**src/rtl/sfpa_pkg.sv**
```systemverilog
`default_nettype none

package sfpa_pkg;

  // Command codes on the request channel.
  localparam logic [1:0] REQ_BEGIN_STRIP = 2'd0;
  localparam logic [1:0] REQ_BEGIN_FAN   = 2'd1;
  localparam logic [1:0] REQ_VERTEX      = 2'd2;
  localparam logic [1:0] REQ_END         = 2'd3;

  // Primitive mode codes.
  localparam logic [1:0] MODE_IDLE  = 2'd0;
  localparam logic [1:0] MODE_STRIP = 2'd1;
  localparam logic [1:0] MODE_FAN   = 2'd2;

  // Vertex count saturates once a triangle can be closed.
  localparam logic [1:0] SEEN_FULL = 2'd2;

  // Corner positions within a triangle.
  localparam logic [1:0] CORNER_FIRST = 2'd0;
  localparam logic [1:0] CORNER_LAST  = 2'd2;

  // Result status codes.
  localparam logic STATUS_CORNER = 1'b0;
  localparam logic STATUS_ERROR  = 1'b1;

  // Control from the command decoder to the result stage.
  typedef struct packed {
    logic fire;   // this transaction produces results
    logic err;    // the result is a single sequence error
  } sfpa_load_t;

endpackage

`default_nettype wire

```
**src/rtl/sfpa_req_if.sv**
```systemverilog
`default_nettype none

interface sfpa_req_if #(
  parameter int TAG_WIDTH = 16
);
  logic                 valid;
  logic                 ready;
  logic [1:0]           req_type;
  logic [TAG_WIDTH-1:0] vertex_tag;

  modport source (output valid, output req_type, output vertex_tag, input ready);
  modport sink   (input valid, input req_type, input vertex_tag, output ready);
endinterface

`default_nettype wire

```
**src/rtl/sfpa_res_if.sv**
```systemverilog
`default_nettype none

interface sfpa_res_if #(
  parameter int TAG_WIDTH = 16
);
  logic                 valid;
  logic                 ready;
  logic [TAG_WIDTH-1:0] out_tag;
  logic [1:0]           corner;
  logic                 last_corner;
  logic                 status;

  modport source (output valid, output out_tag, output corner, output last_corner,
                  output status, input ready);
  modport sink   (input valid, input out_tag, input corner, input last_corner,
                  input status, output ready);
endinterface

`default_nettype wire

```
**src/rtl/sfpa_step.sv**
```systemverilog
`default_nettype none

module sfpa_step #(
  parameter int TAG_WIDTH = 16
) (
  input  wire                     clk,
  input  wire                     rst,
  input  wire                     accept,
  input  wire [1:0]               req_type,
  input  wire [TAG_WIDTH-1:0]     vertex_tag,
  output sfpa_pkg::sfpa_load_t    load,
  output logic [TAG_WIDTH-1:0]    vtx0,
  output logic [TAG_WIDTH-1:0]    vtx1,
  output logic [TAG_WIDTH-1:0]    vtx2
);
  import sfpa_pkg::*;

  logic [1:0]           prim_mode;
  logic [1:0]           prim_mode_next;
  logic [TAG_WIDTH-1:0] first_tag;
  logic [TAG_WIDTH-1:0] first_tag_next;
  logic [TAG_WIDTH-1:0] older_tag;
  logic [TAG_WIDTH-1:0] older_tag_next;
  logic [TAG_WIDTH-1:0] newer_tag;
  logic [TAG_WIDTH-1:0] newer_tag_next;
  logic [1:0]           seen_count;
  logic [1:0]           seen_count_next;
  logic                 odd_triangle;
  logic                 odd_triangle_next;

  always_comb begin
    prim_mode_next    = prim_mode;
    first_tag_next    = first_tag;
    older_tag_next    = older_tag;
    newer_tag_next    = newer_tag;
    seen_count_next   = seen_count;
    odd_triangle_next = odd_triangle;
    load              = '0;
    vtx0              = older_tag;
    vtx1              = newer_tag;
    vtx2              = vertex_tag;

    case (req_type)
      REQ_BEGIN_STRIP, REQ_BEGIN_FAN: begin
        if (prim_mode != MODE_IDLE) begin
          load.fire = 1'b1;
          load.err  = 1'b1;
        end else begin
          prim_mode_next    = (req_type == REQ_BEGIN_STRIP) ? MODE_STRIP : MODE_FAN;
          seen_count_next   = '0;
          odd_triangle_next = 1'b0;
        end
      end
      REQ_VERTEX: begin
        if (prim_mode == MODE_IDLE) begin
          load.fire = 1'b1;
          load.err  = 1'b1;
        end else begin
          if (seen_count == '0) begin
            first_tag_next = vertex_tag;
          end
          if (seen_count == SEEN_FULL) begin
            load.fire = 1'b1;
            if (prim_mode == MODE_STRIP) begin
              // odd strip triangles reverse the winding
              if (odd_triangle) begin
                vtx0 = vertex_tag;
                vtx2 = older_tag;
              end
              odd_triangle_next = ~odd_triangle;
            end else begin
              vtx0 = first_tag;
            end
          end else begin
            seen_count_next = seen_count + 2'd1;
          end
          older_tag_next = newer_tag;
          newer_tag_next = vertex_tag;
        end
      end
      default: begin
        if (prim_mode == MODE_IDLE) begin
          load.fire = 1'b1;
          load.err  = 1'b1;
        end else begin
          prim_mode_next    = MODE_IDLE;
          seen_count_next   = '0;
          odd_triangle_next = 1'b0;
        end
      end
    endcase
  end

  always_ff @(posedge clk) begin
    if (rst) begin
      prim_mode    <= MODE_IDLE;
      first_tag    <= '0;
      older_tag    <= '0;
      newer_tag    <= '0;
      seen_count   <= '0;
      odd_triangle <= 1'b0;
    end else if (accept) begin
      prim_mode    <= prim_mode_next;
      first_tag    <= first_tag_next;
      older_tag    <= older_tag_next;
      newer_tag    <= newer_tag_next;
      seen_count   <= seen_count_next;
      odd_triangle <= odd_triangle_next;
    end
  end

endmodule

`default_nettype wire

```
**src/rtl/sfpa_emit.sv**
```systemverilog
`default_nettype none

module sfpa_emit #(
  parameter int TAG_WIDTH = 16
) (
  input  wire                     clk,
  input  wire                     rst,
  input  wire                     accept,
  input  wire sfpa_pkg::sfpa_load_t load,
  input  wire [TAG_WIDTH-1:0]     vtx0,
  input  wire [TAG_WIDTH-1:0]     vtx1,
  input  wire [TAG_WIDTH-1:0]     vtx2,
  output logic                    free,
  sfpa_res_if.source              res
);
  import sfpa_pkg::*;

  logic                 held;
  logic [1:0]           idx;
  logic                 is_err;
  logic [TAG_WIDTH-1:0] tag0;
  logic [TAG_WIDTH-1:0] tag1;
  logic [TAG_WIDTH-1:0] tag2;
  logic                 last;
  logic                 take;

  assign last = is_err || (idx == CORNER_LAST);
  assign take = held && res.ready;
  // buffer can take a new triangle once its final corner leaves
  assign free = !held || (res.ready && last);

  always_comb begin
    case (idx)
      2'd0:    res.out_tag = tag0;
      2'd1:    res.out_tag = tag1;
      default: res.out_tag = tag2;
    endcase
    if (is_err) begin
      res.out_tag = '0;
    end
  end

  assign res.valid       = held;
  assign res.corner      = idx;
  assign res.last_corner = last;
  assign res.status      = is_err ? STATUS_ERROR : STATUS_CORNER;

  always_ff @(posedge clk) begin
    if (rst) begin
      held <= 1'b0;
      idx  <= CORNER_FIRST;
    end else if (accept && load.fire) begin
      held <= 1'b1;
      idx  <= CORNER_FIRST;
    end else if (take) begin
      if (last) begin
        held <= 1'b0;
        idx  <= CORNER_FIRST;
      end else begin
        idx <= idx + 2'd1;
      end
    end
  end

  always_ff @(posedge clk) begin
    if (accept && load.fire) begin
      is_err <= load.err;
      tag0   <= vtx0;
      tag1   <= vtx1;
      tag2   <= vtx2;
    end
  end

endmodule

`default_nettype wire

```
**src/rtl/strip_fan_primitive_assembler_core.sv**
```systemverilog
`default_nettype none

// Triangle strip and fan primitive assembler. Commands arrive on req
// (begin strip, begin polygon, vertex, end) and leave on res as a plain
// triangle list, one corner per transaction, corners 0..2 with last_corner
// on corner 2. Strips alternate winding, (v0,v1,v2), (v3,v2,v1), ...;
// polygons fan around their first vertex. A begin while a primitive is
// open, or a vertex or end while idle, yields a single error transaction
// (status 1, out_tag 0, last_corner 1) and leaves the state alone.
// A command is decoded in the cycle it is accepted. A vertex that closes
// a triangle occupies the result buffer until its three corners have
// left, one per transaction as res.ready allows, and no further command
// is taken meanwhile. Commands that produce nothing are taken every cycle
// while the buffer is free, and the next command is taken in the same
// cycle the final corner of the previous triangle leaves. The first
// corner is presented in the cycle after accept.
module strip_fan_primitive_assembler_core #(
  parameter int TAG_WIDTH = 16
) (
  input  wire        clk,
  input  wire        rst,
  sfpa_req_if.sink   req,
  sfpa_res_if.source res
);
  import sfpa_pkg::*;

  sfpa_load_t           load;
  logic [TAG_WIDTH-1:0] vtx0;
  logic [TAG_WIDTH-1:0] vtx1;
  logic [TAG_WIDTH-1:0] vtx2;
  logic                 free;
  logic                 accept;

  // Take a command whenever the result buffer has room for what it makes.
  assign req.ready = free;
  assign accept    = req.valid && free;

  // Decode the command against the primitive state and build the triangle.
  sfpa_step #(
    .TAG_WIDTH (TAG_WIDTH)
  ) u_step (
    .clk        (clk),
    .rst        (rst),
    .accept     (accept),
    .req_type   (req.req_type),
    .vertex_tag (req.vertex_tag),
    .load       (load),
    .vtx0       (vtx0),
    .vtx1       (vtx1),
    .vtx2       (vtx2)
  );

  // Hold the triangle (or error) and send it out one corner at a time.
  sfpa_emit #(
    .TAG_WIDTH (TAG_WIDTH)
  ) u_emit (
    .clk    (clk),
    .rst    (rst),
    .accept (accept),
    .load   (load),
    .vtx0   (vtx0),
    .vtx1   (vtx1),
    .vtx2   (vtx2),
    .free   (free),
    .res    (res)
  );

endmodule

`default_nettype wire
```
**src/flat_wrapper.sv**
```systemverilog
// flat-port wrapper written by rule: the top's interface ports become plain ports
module strip_fan_primitive_assembler_core_flat import sfpa_pkg::*;
#(
  parameter int TAG_WIDTH = 16
)
  (clk, rst, req_valid, req_req_type, req_vertex_tag, req_ready, res_valid, res_out_tag, res_corner, res_last_corner, res_status, res_ready);
  sfpa_req_if #(.TAG_WIDTH(TAG_WIDTH)) req_i ();
  sfpa_res_if #(.TAG_WIDTH(TAG_WIDTH)) res_i ();
  input  wire clk;
  input  wire rst;
  input wire logic [$bits(req_i.valid)-1:0] req_valid;
  input wire logic [$bits(req_i.req_type)-1:0] req_req_type;
  input wire logic [$bits(req_i.vertex_tag)-1:0] req_vertex_tag;
  output wire logic [$bits(req_i.ready)-1:0] req_ready;
  output wire logic [$bits(res_i.valid)-1:0] res_valid;
  output wire logic [$bits(res_i.out_tag)-1:0] res_out_tag;
  output wire logic [$bits(res_i.corner)-1:0] res_corner;
  output wire logic [$bits(res_i.last_corner)-1:0] res_last_corner;
  output wire logic [$bits(res_i.status)-1:0] res_status;
  input wire logic [$bits(res_i.ready)-1:0] res_ready;
  assign req_i.valid = req_valid;
  assign req_i.req_type = req_req_type;
  assign req_i.vertex_tag = req_vertex_tag;
  assign req_ready = req_i.ready;
  assign res_valid = res_i.valid;
  assign res_out_tag = res_i.out_tag;
  assign res_corner = res_i.corner;
  assign res_last_corner = res_i.last_corner;
  assign res_status = res_i.status;
  assign res_i.ready = res_ready;
  strip_fan_primitive_assembler_core #(.TAG_WIDTH(TAG_WIDTH)) u_core (.clk(clk), .rst(rst), .req(req_i), .res(res_i));
endmodule
```
**config.mk**
```make
export PLATFORM = sky130hd
export DESIGN_NAME = strip_fan_primitive_assembler_core_flat
export DESIGN_NICKNAME = d
export VERILOG_FILES = /design/src/rtl/sfpa_pkg.sv /design/src/rtl/sfpa_req_if.sv /design/src/rtl/sfpa_res_if.sv /design/src/rtl/sfpa_step.sv /design/src/rtl/sfpa_emit.sv /design/src/rtl/strip_fan_primitive_assembler_core.sv /design/src/flat_wrapper.sv
export SDC_FILE = /design/constraint.sdc
export NUM_CORES = 1
export LEC_CHECK = 0
export BUFFER_PORTS_ARGS = -buffer_cell sky130_fd_sc_hd__buf_2
export CORE_ASPECT_RATIO = 0.5
export CORE_MARGIN = 2
export CORE_UTILIZATION = 42
export CTS_CLUSTER_DIAMETER = 120
export DETAILED_ROUTE_END_ITERATION = 10
export GPL_ROUTABILITY_DRIVEN = 0
export PLACE_DENSITY = 0.67
export SETUP_SLACK_MARGIN = 0.15
export SYNTH_ARGS = -nofsm -noshare
export SYNTH_HDL_FRONTEND = slang
export SYNTH_SLANG_ARGS = --single-unit
```
**constraint.sdc**
```tcl
create_clock -name clk -period 5.87 [get_ports clk]
set_clock_uncertainty 0.1 [all_clocks]
set_input_delay 1.761 -clock clk [delete_from_list [all_inputs] [get_ports clk]]
set_output_delay 1.761 -clock clk [all_outputs]
set_load 0.02 [all_outputs]
```
==> impl_metrics.ini <==
[status]
status = complete, no violations

[yosys]
ys_top_cells_by_area = edfxtp_1 32%, dfxtp_1 25%, mux2i_1 7.5%
synth_edf_count = 49
synth_cell_types = 39
yosysWarnings = 0
synth_area_mm2 = 0.00457
synth.avg_cell_area_um2 = 11.2
synth_top_cell_by_area = edfxtp_1
syn_nets = 435
synth_top_flop_cell = dfxtp_1
synth_seq_area_share = 0.568
synthCells = 408
synth.ff_latch_count = 105
async_reset_ff_frac = 0
netlist.area_leader.share = 0.322

[power]
clockPowerShare = 0.384
power_switching_share = 0.240
share_seq_of_total_power = 0.532
power.density_mw_per_mm2 = 302
netSwitchingPower_uw = 371
intPower_mw = 1.18
leakagePower_nw = 1.72
total_power_mw = 1.55
combPwrFrac = 0.084
ir_drop_mv = 0.151

[floorplan]
fp-row-count = 26
die-area_mm2 = 0.0118
coreArea_mm2 = 0.0104
start_util = 0.440
die_y_um = 77.7
fp.dieW_um = 151
top_level_ports = 44

[clock_tree]
hold_buffers = 0
cts_tree = done
clk_path_buf_depth = 2
cts_resized = 0
htreeDepth = 3
cts_setup_buffers = 0
cts_buffers = 9
insertion_delay_ns = 0.34
clk_pin_slew_ns = 0.07
clock_sinks = 105
root_buffer = clkbuf_16

[global_routing]
antenna_found_initial = 0
overflow = 0
grt_max_degree = 59
grt_pass1_wl_um = 16100
grt.total_usage = 0.179
grt_pass1_vias = 3164

[finish]
final_core_util = 0.495
syn2layout_area_growth_pct = 12.5
final_area_mm2 = 0.00514
layout_common_cells = 56 x dfxtp_1, 49 x edfxtp_1, 43 x buf_2, 39 x nor2_1, 39 x nand2_1
n_antenna_cell = 0
nets = 464
final_common_cell = dfxtp_1
ff_latch_area_mm2 = 0.00259
drive_gt1_frac = 0.165
finalNonFillerCells = 582
multi_input_area_mm2 = 0.00181
fill_cells = 928

[sta]
worst_pin_slew_ns = 1.15
fmax_ghz = 0.218
hold_violations = 0
drv_slew = 0
min_period_over_period = 0.781
setup_tns_ns = 0
slew_headroom = 0.236
rsz0062_at_grt = false
min_period_ns = 4.58
setup_viol = 0

[route]
first_pass_iters = 5
num_vias = 3156
avgRoutedWirePerCell_um = 17.0
viasPerCell = 5.42
final_antenna_net_count = 0
wl_um = 9890
first_iter_violations = 157
drc_errors = 0

[place]
dp_hpwl_um = 5960
place_area_mm2 = 0.00484
io_buffers = 43
dp_cells = 566

[run]
max_cap_violations = 0

[critical_path]
crit_required_ns = 4.01
crit_type = reg2out
start_kind = flip-flop
crit_path_end_kind = primary output
crit_arrival_ns = 2.72
worst-path-max-fanout = 17

[min_path]
hold_class = reg2reg
per-stage QoR:
stage,setup slack [ns],hold slack (ns)
after global routing,1.04,0.367
final,1.29,0.353
after CTS,1.26,0.357
after floorplan,1.89,0.329
after global placement,1.69,0.335
after detailed placement,1.65,0.344
flip-flops by register name, summed over array words and instances (netlist names):
name / cells
u_core.u_step.first_tag: 16
u_core.u_emit.is_err: 1
u_core.u_step.odd_triangle: 1
u_core.u_emit.tag0: 16
u_core.u_step.older_tag: 16
u_core.u_emit.tag2: 16
u_core.u_emit.res.valid: 1
u_core.u_emit.res.corner: 2
u_core.u_step.prim_mode: 2
u_core.u_step.seen_count: 2
u_core.u_step.vtx1: 16
u_core.u_emit.tag1: 16
cells in the mapped netlist (2+ instances only):
cell	instances
a21oi_1	37
a22oi_1	33
and3_1	2
buf_2	6
buf_4	3
buf_6	3
clkbuf_1	16
dfxtp_1	56
edfxtp_1	49
ha_1	5
inv_1	5
mux2_1	16
mux2i_1	34
nand2_1	39
nand2b_1	3
nand3_1	17
nor2_1	40
nor2b_1	2
nor3_1	4
o211a_1	2
o2bb2ai_1	16
or2_1	3
power groups by stage:
| stage | clock network (mW) | logic [mW] | registers [mW] |
|---|---|---|---|
| after floorplan | 0 | 0.0923 | 0.831 |
| after global placement | 0 | 0.129 | 0.840 |
| after detailed placement | 0 | 0.130 | 0.841 |
| after CTS | 0.606 | 0.131 | 0.824 |
| after global routing | 0.624 | 0.143 | 0.828 |
| final | 0.596 | 0.130 | 0.824 |
worst max-delay path, stage by stage, from the launching register on:
cell and delay (ns):
dfxtp_1 0.35, inv_1 0.09, ha_1 0.51, nor2_2 0.87, nand2_1 0.13, a21oi_1 0.21, buf_2 0.21
cells by family (layout without fill, tap and decap cells):
kind of cell | count (synthesis) | count (layout) | share of synthesized area
adder cells (fa/ha/maj) | 5 | 5 | 0.0137
XOR/XNOR | 1 | 1 | 0.00192
buffers and inverters | 35 | 69 | 0.0378
AND/OR/NAND/NOR | 117 | 117 | 0.117
multiplexers | 51 | 51 | 0.117
AO/OA/AOI/OAI | 94 | 94 | 0.144
flip-flops | 105 | 105 | 0.568
layout make-up:
cell class | count | area share
tap | 140 | 0.0341
sequential | 105 | 0.505
timing repair buffer | 47 | 0.0477
inverter | 6 | 0.00438
clock inverter | 6 | 0.0132
multi-input combinational | 268 | 0.351
clock buffer | 10 | 0.0446
worst paths after layout:
check / start / end / slack (ns) / cells after the start
max reg2reg: u_core.u_step.prim_mode[1] / u_core.u_step.vtx1[0] / 2.77 / 5
max: u_core.u_emit.res.corner[0] / res_out_tag[8] / 1.29 / 6
min: u_core.u_step.vtx1[14] / u_core.u_emit.tag1[14] / 0.35 / 0
min reg2reg: u_core.u_step.vtx1[14] / u_core.u_emit.tag1[14] / 0.35 / 0
per-layer routing:
layer | up-vias | part of all wire | track usage
met2 | 58 | 0.46 | 0.291
met1 | 1535 | 0.48 | 0.237
met3 | 13 | 0.050 | 0.0471
met4 | 0 | 0.011 | 0.0514
met5 | - | 0 | 0
li1 | 1550 | - | -
Note: power is estimated with default switching activity, not from simulation.
